**config.mk**
```make
export PLATFORM = sky130hd
export DESIGN_NAME = gradient_orientation_cell_histogram_core
export DESIGN_NICKNAME = d
export VERILOG_FILES = /design/src/design/goch_pkg.sv /design/src/design/goch_sector.sv /design/src/design/goch_store.sv /design/src/design/gradient_orientation_cell_histogram_core.sv
export SDC_FILE = /design/constraint.sdc
export NUM_CORES = 2
export LEC_CHECK = 0
export ABC_CLOCK_PERIOD_IN_PS = 14800
export BUFFER_PORTS_ARGS = -buffer_cell sky130_fd_sc_hd__buf_2
export CAP_MARGIN = 20
export CELL_PAD_IN_SITES_DETAIL_PLACEMENT = 0
export CELL_PAD_IN_SITES_GLOBAL_PLACEMENT = 1
export CORE_UTILIZATION = 38
export DETAILED_ROUTE_END_ITERATION = 16
export HOLD_SLACK_MARGIN = 0.05
export PLACE_DENSITY_LB_ADDON = 0.1
export SLEW_MARGIN = 20
export SYNTH_ARGS = -nofsm -noshare
export SYNTH_HDL_FRONTEND = slang
export SYNTH_SLANG_ARGS = --single-unit
```
**constraint.sdc**
```tcl
create_clock -name clock -period 14.8 [get_ports clock]
set_input_delay 2.96 -clock clock [delete_from_list [all_inputs] [get_ports clock]]
set_output_delay 2.96 -clock clock [all_outputs]
set_load 0.005 [all_outputs]
```
**src/design/goch_pkg.sv**
```systemverilog
// Shared types and constants for the gradient orientation cell histogram core.
package goch_pkg;

   localparam int GRAD_WIDTH          = 16;
   localparam int NUM_BINS            = 8;
   localparam int COUNT_WIDTH         = 8;
   localparam int BIN_W               = $clog2(NUM_BINS);
   localparam int ROW_W               = NUM_BINS * COUNT_WIDTH;
   localparam int CELL_SIDE_DEF       = 4;
   localparam int CELLS_PER_SIDE_DEF  = 4;

   // tan(pi/8) with 32 fraction bits
   localparam logic [31:0] TAN_PI_8_Q32 = 32'h6A09_E668;

   // sector offsets from bin 4
   localparam logic [BIN_W-1:0] SECT_AXIS_POS = 3'd0;
   localparam logic [BIN_W-1:0] SECT_DIAG_POS = 3'd1;
   localparam logic [BIN_W-1:0] SECT_AXIS_Y   = 3'd2;
   localparam logic [BIN_W-1:0] SECT_DIAG_NEG = 3'd3;
   localparam logic [BIN_W-1:0] SECT_AXIS_NEG = 3'd4;
   localparam logic [BIN_W-1:0] BIN_CENTER    = 3'd4;

   typedef struct packed {
      logic signed [GRAD_WIDTH-1:0] grad_x;
      logic signed [GRAD_WIDTH-1:0] grad_y;
      logic [3:0]                   column;
      logic [3:0]                   row;
      logic                         end_of_region;
   } req_type;

   typedef struct packed {
      logic [3:0]       cell_index;
      logic [ROW_W-1:0] bin_counts;
      logic             last_cell;
   } rsp_type;

   // one store access: a pixel update or a drain read that also clears the row
   typedef struct packed {
      logic             en;
      logic             drain;
      logic [BIN_W-1:0] bin;
   } store_req_type;

   typedef enum logic [1:0] {
      ST_COLLECT,
      ST_FLUSH,
      ST_DRAIN
   } state_type;

endpackage

```
**src/design/goch_sector.sv**
```systemverilog
// Orientation sector classifier: gradient pair to histogram bin.
module goch_sector (
   input  logic signed [goch_pkg::GRAD_WIDTH-1:0] grad_x,
   input  logic signed [goch_pkg::GRAD_WIDTH-1:0] grad_y,
   output logic        [goch_pkg::BIN_W-1:0]      bin
);

   localparam int GW     = goch_pkg::GRAD_WIDTH;
   localparam int PROD_W = GW + 32;

   logic          x_neg, y_neg;
   logic [GW-1:0] mag_x, mag_y;
   logic [PROD_W-1:0] shift_x, shift_y, prod_x, prod_y;
   logic          near_x, near_y;
   logic [goch_pkg::BIN_W-1:0] sect;

   assign x_neg = grad_x[GW-1];
   assign y_neg = grad_y[GW-1];
   // -min wraps to the same bit pattern, which is its correct unsigned magnitude
   assign mag_x = x_neg ? GW'(-grad_x) : GW'(grad_x);
   assign mag_y = y_neg ? GW'(-grad_y) : GW'(grad_y);

   assign shift_y = {mag_y, 32'd0};
   assign shift_x = {mag_x, 32'd0};
   assign prod_x  = PROD_W'(mag_x) * PROD_W'(goch_pkg::TAN_PI_8_Q32);
   assign prod_y  = PROD_W'(mag_y) * PROD_W'(goch_pkg::TAN_PI_8_Q32);

   // ties follow the half-open sector rule: they break by quadrant
   assign near_x = (shift_y < prod_x) || ((shift_y == prod_x) && ((!x_neg) == y_neg));
   assign near_y = (shift_x < prod_y) || ((shift_x == prod_y) && (x_neg == y_neg));

   always_comb begin
      if (near_x) begin
         sect = x_neg ? goch_pkg::SECT_AXIS_NEG : goch_pkg::SECT_AXIS_POS;
      end else if (near_y) begin
         sect = goch_pkg::SECT_AXIS_Y;
      end else begin
         sect = x_neg ? goch_pkg::SECT_DIAG_NEG : goch_pkg::SECT_DIAG_POS;
      end
      if ((mag_x == '0) && (mag_y == '0)) begin
         bin = goch_pkg::BIN_CENTER;
      end else if (y_neg) begin
         bin = goch_pkg::BIN_CENTER - sect;
      end else begin
         bin = goch_pkg::BIN_CENTER + sect;
      end
   end

endmodule

```
**src/design/goch_store.sv**
```systemverilog
// Histogram store: one row of packed bin counts per cell, read-modify-write.
module goch_store #(
   parameter int NUM_CELLS = goch_pkg::CELLS_PER_SIDE_DEF * goch_pkg::CELLS_PER_SIDE_DEF,
   parameter int CELL_W    = (NUM_CELLS > 1) ? $clog2(NUM_CELLS) : 1
) (
   input  logic                          clock,
   input  logic                          reset,
   input  goch_pkg::store_req_type       acc,
   input  logic [CELL_W-1:0]             acc_cell,
   output logic [goch_pkg::ROW_W-1:0]    rd_row
);

   localparam int CW = goch_pkg::COUNT_WIDTH;

   logic [goch_pkg::ROW_W-1:0] mem [NUM_CELLS];
   logic [NUM_CELLS-1:0]       row_valid_ff;

   logic [goch_pkg::ROW_W-1:0] rd_data_ff;
   logic                       rd_hit_ff;

   logic                       s2_upd_ff;
   logic [CELL_W-1:0]          s2_cell_ff;
   logic [goch_pkg::BIN_W-1:0] s2_bin_ff;

   logic                       s3_valid_ff;
   logic [CELL_W-1:0]          s3_cell_ff;
   logic [goch_pkg::ROW_W-1:0] s3_row_ff;

   logic [goch_pkg::ROW_W-1:0] cur_row, new_row;

   assign rd_row = rd_hit_ff ? rd_data_ff : '0;

   // the write of the previous update lands on the edge this row was read
   assign cur_row = (s3_valid_ff && (s3_cell_ff == s2_cell_ff)) ? s3_row_ff : rd_row;

   always_comb begin
      new_row = cur_row;
      for (int b = 0; b < goch_pkg::NUM_BINS; b++) begin
         if (goch_pkg::BIN_W'(b) == s2_bin_ff) begin
            new_row[b*CW +: CW] = cur_row[b*CW +: CW] + CW'(1);
         end
      end
   end

   always_ff @(posedge clock) begin
      if (acc.en) begin
         rd_data_ff <= mem[acc_cell];
      end
      if (s2_upd_ff) begin
         mem[s2_cell_ff] <= new_row;
      end
   end

   always_ff @(posedge clock) begin
      if (reset) begin
         row_valid_ff <= '0;
         rd_hit_ff    <= 1'b0;
         s2_upd_ff    <= 1'b0;
         s3_valid_ff  <= 1'b0;
      end else begin
         if (acc.en) begin
            rd_hit_ff <= row_valid_ff[acc_cell];
         end
         if (acc.en && acc.drain) begin
            row_valid_ff[acc_cell] <= 1'b0;
         end
         if (s2_upd_ff) begin
            row_valid_ff[s2_cell_ff] <= 1'b1;
         end
         s2_upd_ff   <= acc.en && !acc.drain;
         s3_valid_ff <= s2_upd_ff;
      end
   end

   always_ff @(posedge clock) begin
      s2_cell_ff <= acc_cell;
      s2_bin_ff  <= acc.bin;
      s3_cell_ff <= s2_cell_ff;
      s3_row_ff  <= new_row;
   end

endmodule

```
**src/design/gradient_orientation_cell_histogram_core.sv**
```systemverilog
// Top level of the gradient orientation cell histogram core.
//
//   channel   ports                         handshake
//   -------   ---------------------------   ---------------------------------
//   pixel     start, busy, req_data         taken when start && !busy
//   result    rsp_strobe, rsp_data          one cycle per result, no stall
//
// One pixel per cycle while busy is low: classify (a constant multiply and compare
// per axis), read the cell row, then increment and write back with forwarding
// between neighbors. After an end_of_region pixel, busy stays high through
// ST_FLUSH, while that pixel lands in the store, and through ST_DRAIN, with one
// store read per cell result. Results follow in consecutive cycles, cell 0 first.
// Reset is synchronous and empties the store at once through per-row valid bits.
module gradient_orientation_cell_histogram_core #(
   parameter int CELL_SIDE      = goch_pkg::CELL_SIDE_DEF,
   parameter int CELLS_PER_SIDE = goch_pkg::CELLS_PER_SIDE_DEF
) (
   input  logic              clock,
   input  logic              reset,
   input  logic              start,
   output logic              busy,
   input  goch_pkg::req_type req_data,
   output logic              rsp_strobe,
   output goch_pkg::rsp_type rsp_data
);

   localparam int NUM_CELLS = CELLS_PER_SIDE * CELLS_PER_SIDE;
   localparam int CELL_W    = (NUM_CELLS > 1) ? $clog2(NUM_CELLS) : 1;
   localparam logic [CELL_W-1:0] LAST_CELL = CELL_W'(NUM_CELLS - 1);

   goch_pkg::state_type state_ff, state_in;

   logic              accept;
   logic [3:0]        cell_col, cell_row;
   logic [7:0]        cell_lin;
   logic              in_region;

   logic              s1_valid_ff, s1_eor_ff, s1_in_ff;
   logic [CELL_W-1:0] s1_cell_ff;
   logic signed [goch_pkg::GRAD_WIDTH-1:0] s1_gx_ff, s1_gy_ff;
   logic              s2_eor_ff;

   logic [CELL_W-1:0] cnt_ff, cnt_in;
   logic              rsp_strobe_ff;
   logic [CELL_W-1:0] rsp_cell_ff;
   logic              rsp_last_ff;

   logic [goch_pkg::BIN_W-1:0] pix_bin;
   goch_pkg::store_req_type    acc;
   logic [CELL_W-1:0]          acc_cell;
   logic [goch_pkg::ROW_W-1:0] rd_row;

   // pixel coordinate to cell coordinate: count the cell edges at or below it
   function automatic logic [3:0] cell_coord(input logic [3:0] pos);
      logic [3:0] q;
      q = '0;
      for (int k = 1; k < 16; k++) begin
         if (int'(pos) >= k * CELL_SIDE) begin
            q = q + 4'd1;
         end
      end
      return q;
   endfunction

   assign accept    = start && !busy;
   assign cell_col  = cell_coord(req_data.column);
   assign cell_row  = cell_coord(req_data.row);
   assign in_region = (cell_col < 4'(CELLS_PER_SIDE)) && (cell_row < 4'(CELLS_PER_SIDE));
   assign cell_lin  = 8'(cell_row) * 8'(CELLS_PER_SIDE) + 8'(cell_col);

   always_ff @(posedge clock) begin
      if (reset) begin
         state_ff      <= goch_pkg::ST_COLLECT;
         cnt_ff        <= '0;
         s1_valid_ff   <= 1'b0;
         s1_eor_ff     <= 1'b0;
         s2_eor_ff     <= 1'b0;
         rsp_strobe_ff <= 1'b0;
      end else begin
         state_ff      <= state_in;
         cnt_ff        <= cnt_in;
         s1_valid_ff   <= accept;
         s1_eor_ff     <= accept && req_data.end_of_region;
         s2_eor_ff     <= s1_valid_ff && s1_eor_ff;
         rsp_strobe_ff <= (state_ff == goch_pkg::ST_DRAIN);
      end
   end

   always_ff @(posedge clock) begin
      s1_in_ff    <= in_region;
      s1_cell_ff  <= CELL_W'(cell_lin);
      s1_gx_ff    <= req_data.grad_x;
      s1_gy_ff    <= req_data.grad_y;
      rsp_cell_ff <= cnt_ff;
      rsp_last_ff <= (cnt_ff == LAST_CELL);
   end

   // next state
   always_comb begin
      state_in = state_ff;
      case (state_ff)
         goch_pkg::ST_COLLECT: begin
            if (accept && req_data.end_of_region) begin
               state_in = goch_pkg::ST_FLUSH;
            end
         end
         goch_pkg::ST_FLUSH: begin
            if (s2_eor_ff) begin
               state_in = goch_pkg::ST_DRAIN;
            end
         end
         goch_pkg::ST_DRAIN: begin
            if (cnt_ff == LAST_CELL) begin
               state_in = goch_pkg::ST_COLLECT;
            end
         end
         default: state_in = goch_pkg::ST_COLLECT;
      endcase
   end

   // outputs and store access
   always_comb begin
      busy      = 1'b1;
      cnt_in    = '0;
      acc.en    = s1_valid_ff && s1_in_ff;
      acc.drain = 1'b0;
      acc.bin   = pix_bin;
      acc_cell  = s1_cell_ff;
      case (state_ff)
         goch_pkg::ST_COLLECT: begin
            busy = 1'b0;
         end
         goch_pkg::ST_FLUSH: begin
            busy = 1'b1;
         end
         goch_pkg::ST_DRAIN: begin
            acc.en    = 1'b1;
            acc.drain = 1'b1;
            acc_cell  = cnt_ff;
            cnt_in    = cnt_ff + CELL_W'(1);
         end
         default: busy = 1'b1;
      endcase
   end

   goch_sector u_sector (
      .grad_x (s1_gx_ff),
      .grad_y (s1_gy_ff),
      .bin    (pix_bin)
   );

   goch_store #(
      .NUM_CELLS (NUM_CELLS),
      .CELL_W    (CELL_W)
   ) u_store (
      .clock    (clock),
      .reset    (reset),
      .acc      (acc),
      .acc_cell (acc_cell),
      .rd_row   (rd_row)
   );

   assign rsp_strobe          = rsp_strobe_ff;
   assign rsp_data.cell_index = 4'(rsp_cell_ff);
   assign rsp_data.bin_counts = rd_row;
   assign rsp_data.last_cell  = rsp_last_ff;

endmodule

```
Word-level counts from Yosys, hierarchy flattened
Memories as Yosys holds them, arrays and structs flattened. A register that Yosys moved wholly into a read port is not among the register bits.
Index checks and enable logic that the tools add are counted.
{"block": "totals", "register_bits": 146, "mem_bits_rw": 1024, "inputBits": 44, "output_inout_bits": 71, "elab_cells": 141, "memories": 1}
{"memory": "u_store.mem", "words": 16, "width": 64, "read_ports": 1, "rd_clocked_by_memory_dff": 1, "write_ports": 1, "line": "goch_store.sv:15", "source": "logic [goch_pkg::ROW_W-1:0] mem [NUM_CELLS];"}
{"block": "classes", "n_addsub": 18, "mul": 2, "order_cmp": 14, "n_eq_ne": 18, "muxes": 41, "n_bitwise": 4, "reduce_logical": 23}
{"op": "$mux 64", "n": 2}
{"op": "$lt 48x47->1", "n": 2}
{"op": "$eq 45x44->1", "n": 2}
{"op": "$mul 16x28->44 const B", "n": 2}
{"op": "$mux 16", "n": 5}
{"op": "$add 8x1->8 const B", "n": 8}
{"op": "$mux 8", "n": 8}
{"op": "$logic_not 16->1", "n": 2}
{"op": "$neg 16->16", "n": 2}
{"op": "$add 4x1->4 const B", "n": 4}
{"op": "$and 16x16->16", "n": 1}
{"op": "$ge 4x4->1 const B", "n": 4}
{"op": "$mux 4", "n": 4}
{"op": "$not 16->16", "n": 1}
{"op": "$or 16x16->16", "n": 1}
{"op": "$logic_and 1x1->1", "n": 13}
{"op": "$eq 3x3->1 const A", "n": 4}
{"op": "$mux 2", "n": 6}
{"op": "$mux 3", "n": 4}
{"op": "$lt 4x5->1 const B", "n": 2}
{"op": "$demux 1 s4", "n": 2}
{"op": "$ge 4x1->1 const B", "n": 2}
{"op": "$ge 4x3->1 const B", "n": 2}
{"op": "$lt 4x3->1 const B", "n": 2}
{"op": "other kinds (23)", "n": 35}

Depth between registers and ports, before layout
{"block": "logic_depth", "word_depth": 12, "depth_mapped": 47, "mapped_depth_nobuf": 46}

Modules after synthesis
From an unflattened synthesis, not the netlist that was laid out.
{"block": "unflattened", "hier_cells": 4183, "hier_area_um2": 64246.6}
{"mod": "goch_store", "n_inst": 1, "cells_per_inst": 2147, "area_each_um2": 45606.2}
{"mod": "goch_sector", "n_inst": 1, "cells_per_inst": 1945, "area_each_um2": 17295.3}
{"mod": "gradient_orientation_cell_histogram_core", "n_inst": 1, "cells_per_inst": 91, "area_each_um2": 1345.0}

Worst setup path before layout
Ideal clock, no wire load.
{"block": "synth_timing", "kind": "register to register", "from": "reg s1_gx_ff[0] (netlist bit)", "to": "reg u_store.s2_bin_ff[2] (netlist bit)", "setup_time_ns": 0.123, "t_arrival_ns": 10.441, "t_required_ns": 14.677, "slack_ns": 4.236, "stages_incl_launch_ff": 39, "n_path_buf": 0, "synth_period_minus_slack_ns": 10.564, "cell_sequence": "dfxtp_1 -> or2_1 -> or4_1 -> or3_1 -> nor3_1 -> nor2_1 -> xor2_1 -> inv_1 -> fa_1 -> fa_1 -> inv_1 -> fa_1 -> fa_1 -> fa_1 -> fa_1 -> ha_1 -> a21o_1 -> a211o_1 -> [3 not listed] -> a21o_1 -> a21oi_1 -> o21ai_0 -> xnor2_1 -> ha_1 -> nand3_1 -> a2111oi_0 -> nand4_1 -> a2111oi_0 -> nand4_1 -> a2111oi_0 -> and4_1 -> a31o_2 -> nand2_2 -> or2_1 -> ha_1 -> nor3b_1 -> mux2i_1"}
{"block": "synth_between", "elab_chain_len": 9, "word_cells_on_any_way": 18, "cone_classes": "add/sub (3); mul (1); order compare (2); eq/ne (2); mux (4); reduce/logical (6)"}
{"item": "start: declaration", "line": "gradient_orientation_cell_histogram_core.sv:40", "source": "logic signed [goch_pkg::GRAD_WIDTH-1:0] s1_gx_ff, s1_gy_ff;"}
{"item": "start signal: assignment", "line": "gradient_orientation_cell_histogram_core.sv:92", "source": "s1_gx_ff <= req_data.grad_x;"}
{"item": "$neg 16->16", "line": "goch_sector.sv:20", "source": "assign mag_x = x_neg ? GW'(-grad_x) : GW'(grad_x);"}
{"item": "$mux 16 *", "line": "goch_sector.sv:20"}
{"item": "parallel branches: the longest is 7 deep, another holds $lt 48x47->1"}
{"item": "end signal: assignment", "line": "goch_store.sv:77", "source": "s2_bin_ff <= acc.bin;"}
{"item": "end: declaration", "line": "goch_store.sv:23", "source": "logic [goch_pkg::BIN_W-1:0] s2_bin_ff;"}
Every way passes the cells marked *.
A chain may end at the register's enable or synchronous reset.

Worst setup path after layout
{"block": "layout_timing", "from": "reg s1_gy_ff[0] (netlist bit)", "to": "reg u_store.s2_bin_ff[2] (netlist bit)"}
{"block": "layout_between", "elab_chain_len": 10, "word_cells_on_any_way": 18, "cone_classes": "add/sub (3); mul (1); order compare (2); eq/ne (2); mux (4); reduce/logical (6)"}
{"item": "start: declaration", "line": "gradient_orientation_cell_histogram_core.sv:40"}
{"item": "start signal: assignment", "line": "gradient_orientation_cell_histogram_core.sv:93", "source": "s1_gy_ff <= req_data.grad_y;"}
{"item": "$neg 16->16", "line": "goch_sector.sv:21", "source": "assign mag_y = y_neg ? GW'(-grad_y) : GW'(grad_y);"}
{"item": "$mux 16 *", "line": "goch_sector.sv:21"}
{"item": "parallel branches: the longest is 8 deep, another holds $lt 48x47->1"}
Marked as above.

==> summary.txt <==
Job
  • Number of max-cap violations: 0

Worst hold path
  • Worst Hold Depth: 0
  • Hold-critical path endpoint: u_store.s3_cell_ff[2]$_DFF_P_
  • Min-delay worst type: flop to flop
  • Beginning of the worst hold path: u_store.s2_cell_ff[2]$_DFF_P_

Global route
  • Grt ovf: 0
  • Met1 layer usage reported by global route: 29.2%
  • Combined global-route utilization of all metal layers: 21.9%
  • Global-route wire length before repair: 283 mm
  • Pin count of the biggest net entering global routing: 160
  • Number of global-route vias before repair: 42,444
  • Initial antenna violation count: 1
  • Most used routing layer in global routing: met2
  • Global routing usage on met3: 2.77%
  • Routing usage on met2: 37.7%

Finish
  • Count of nets after finishing: 6,469
  • Fraction of layout cells with a size suffix above 1: 8.80%
  • Filler Cell Count: 15,934
  • Sequential cell area: 35,600 sq um
  • Area added between synthesis and finish: 12.4%
  • Non-filler cells in the finished layout: 8,074
  • Final cell utilization of the core: 43.0%
  • Area of combinational cells with multiple inputs: 26,900 sq um

Drt
  • Detailed-router iteration count before antenna repair: 7
  • Per-cell routed wire length: 23.5 microns
  • Number of DRC markers in iteration 0: 2,943
  • Number of nets with antenna violations after detailed routing: 0
  • Post-detailed-routing wire length: 189 mm
  • Vias: 42,766
  • Via-per-instance ratio: 5.30
  • DRC violations left: 0

Worst setup path
  • Slowest stage cell, crit path: sky130_fd_sc_hd__nor4_1
  • Worst Setup Path Type: flop to flop
  • Required @ worst endpoint: 15.45 ns
  • Worst reg-to-reg path cell count: 41
  • Crit end category: flop
  • Worst flop-to-flop path endpoint: u_store.s2_bin_ff[2]$_SDFF_PP1_
  • Delay of the slowest cell on the worst path: 0.77 ns
  • Element type at the critical path start: flop
  • Maximum fanout encountered on the critical timing path: 18
  • Arrival @ worst endpoint: 13.39 ns
  • Worst R2R Start: s1_gy_ff[0]$_DFF_P_
  • Setup slack of the most critical reg-to-reg path: 2.05 ns

Clocking
  • Insertion delay of the later-clocked pin in the worst-skew pair: 0.80 ns
  • Post-CTS clock slew at the launch and capture registers of the worst setup and hold paths: 0.06 ns
  • Number of buffers inserted by post-CTS setup repair: 0
  • Sinks on Clock Net: 1,234
  • Inserted Clock Buffers: 142
  • Hold buffers post-CTS: 0
  • Maximum clock path buffer count: 3
  • CTS-repair resized insts: 0
  • TritonCTS clock tree: built
  • Master cell of the clock root buffer: sky130_fd_sc_hd__clkbuf_16
  • Level count of the clock H-tree: 4

Run status
  • Result of the run: completed

Place
  • IO Port Bufs: 110
  • Final weighted congestion in routability-driven placement: 0.836
  • Final HPWL DP: 112 mm
  • Place WS: 1.77 ns
  • Number of placed instances, taps included: 7,809

Yosys
  • Biggest area consumer among synthesized cells: sky130_fd_sc_hd__edfxtp_1
  • Syn Nets: 6,391
  • Number of distinct library cells after synthesis: 95
  • Number of synthesized register bits: 1,234
  • Post-synthesis instance area: 65,000 sq um
  • Count of flip-flops with a built-in enable after synthesis: 1,088
  • Average cell area after synthesis: 11.5 sq um
  • Area share of the largest cell type after synthesis: 50.3%
  • Syn. warnings: 0
  • Asr flop ratio synth: 0%
  • Syn Inst Count: 5,658
  • Leading cell types by total area after synthesis: sky130_fd_sc_hd__edfxtp_1 (50%), sky130_fd_sc_hd__ha_1 (8.5%), sky130_fd_sc_hd__fa_1 (7.6%)
  • Fraction of the yosys area taken by sequential cells: 54.8%
  • Most used flip-flop cell after synthesis: sky130_fd_sc_hd__edfxtp_1

Timing
  • Worst clock skew: 0.0492 ns
  • Fmax: 78.5 MHz
  • Relative slew slack: 20.8%
  • Number of endpoints with negative hold slack in the final report: 0
  • Time the worst path needs with I/O delays and setup: 12.75 ns
  • Post-route fraction of the period consumed by the critical path: 86.1%
  • Sum Neg Setup Slack: 0 ns
  • Final setup violation count: 0
  • RSZ-0062 raised after global routing: false
  • Final critical-path setup slack: 2.05 ns
  • Fin. max-slew vios: 0
  • Transition time at the pin with the least slew margin: 1.18 ns

Floorplanning
  • DIE WIDTH: 415 microns
  • Area of the core region: 170,000 sq um
  • Vertical extent of the die: 415 microns
  • Initial Utilization: 38.3%
  • Total number of placement rows: 151
  • Number of placed I/O pins: 115
  • Area enclosed by the die boundary: 173,000 sq um
-- kinds of logic after synthesis --
logic type | Yosys count | synth area share (%)
simple gates | 2182 | 15.2
flops | 1234 | 54.8
buf+inv | 751 | 4.38
fa+ha+maj | 689 | 16.1
compound gates | 572 | 6.21
xor+xnor | 147 | 1.99
mux | 82 | 1.28
other cells | 1 | 0.00577
-- critical path: cells and delay by family, from the launching register on --
family	cells	cell delay (ns)
AO/OA/AOI/OAI	8	2.50
XOR/XNOR	2	0.30
adder cells (fa/ha/maj)	9	4.09
buffers and inverters	7	0.92
flip-flops	1	0.30
multiplexers	1	0.10
AND/OR/NAND/NOR	14	4.42
-- cell usage in the layout (no fill, tap or decap), drive strengths merged, types with 76 or more instances in the layout --
cell type  count
nor2         100
dfxtp        146
mux2i         76
a21oi        108
buf          202
a311oi       133
xnor2         79
fa           248
edfxtp      1088
nand2       1152
clkbuf       203
and3          78
nand3        581
o21ai         86
ha           441
inv          491
-- per-layer routing --
metal  vias up  share of wire, %
met1     21600                44
met4         0               2.2
li1      20142                 -
met3       210               3.8
met2       814                50
met5         -                 0
-- Yosys cell counts, drive strengths merged, types with 14 or more instances --
| library cell | count |
|---|---|
| nand2 | 1152 |
| a21o | 38 |
| clkbuf | 254 |
| inv | 481 |
| nor4 | 14 |
| fa | 248 |
| and3 | 78 |
| nor2 | 100 |
| xnor2 | 79 |
| xor2 | 68 |
| o21ai | 86 |
| edfxtp | 1088 |
| or2 | 20 |
| a311oi | 133 |
| nand2b | 17 |
| or3 | 23 |
| ha | 441 |
| a31oi | 73 |
| or4 | 16 |
| mux2i | 76 |
| nor3 | 33 |
| dfxtp | 146 |
| buf | 15 |
| nand3 | 581 |
| o21a | 14 |
| a211oi | 15 |
| nand4 | 26 |
| and2 | 70 |
| a21oi | 108 |
-- sequential cells by signal, indices dropped and copies added (netlist names) --
| name | flops |
|---|---|
| s1_eor_ff | 1 |
| rsp_cell_ff | 4 |
| u_store.s3_cell_ff | 4 |
| s1_valid_ff | 1 |
| s1_gx_ff | 16 |
| cnt_ff | 4 |
| u_store.mem | 1024 |
| u_store.s2_bin_ff | 3 |
| s1_cell_ff | 4 |
| u_store.rd_data_ff | 64 |
| state_ff | 2 |
| u_store.s2_upd_ff | 1 |
| u_store.s2_cell_ff | 4 |
| s1_gy_ff | 16 |
| u_store.s3_valid_ff | 1 |
| u_store.s3_row_ff | 64 |
| s1_in_ff | 1 |
| rsp_strobe | 1 |
| s2_eor_ff | 1 |
| rsp_last_ff | 1 |
| u_store.row_valid_ff | 16 |
| u_store.rd_hit_ff | 1 |
-- worst max-delay path by stage --
stage                              startpoint                              end  slack [ns]  cells after the start
after floorplan           s1_gx_ff[0]$_DFF_P_  u_store.s2_bin_ff[2]$_SDFF_PP1_        4.24                     38
after detailed placement  s1_gy_ff[0]$_DFF_P_  u_store.s2_bin_ff[2]$_SDFF_PP1_        1.77                     41
final                     s1_gy_ff[0]$_DFF_P_  u_store.s2_bin_ff[2]$_SDFF_PP1_        2.05                     41
after global routing      s1_gy_ff[0]$_DFF_P_  u_store.s2_bin_ff[2]$_SDFF_PP1_        1.20                     41
after global placement    s1_gy_ff[0]$_DFF_P_  u_store.s2_bin_ff[2]$_SDFF_PP1_        1.83                     41
after CTS                 s1_gy_ff[0]$_DFF_P_  u_store.s2_bin_ff[2]$_SDFF_PP1_        1.72                     41
-- stage by stage --
stage          cell area [sq um]  hold slack, ns
2_1_floorplan              65000           0.329
3_3_place_gp               68100           0.415
3_5_place_dp               68200           0.424
4_1_cts                    72700           0.427
5_1_grt                    73000           0.439
6_report                   73000           0.426
-- layout make-up --
class                      count  area share (%)
sequential                  1234            48.8
multi-input combinational   3673            36.9
clock buffer                 202            5.38
tap                         2218            3.80
inverter                     482            2.56
timing repair buffer         203            1.78
clock inverter                61           0.813
antenna                        1         0.00343
Power is not shown: default switching activity piles up to over one toggle a cycle in this logic, so the estimate is an artifact.
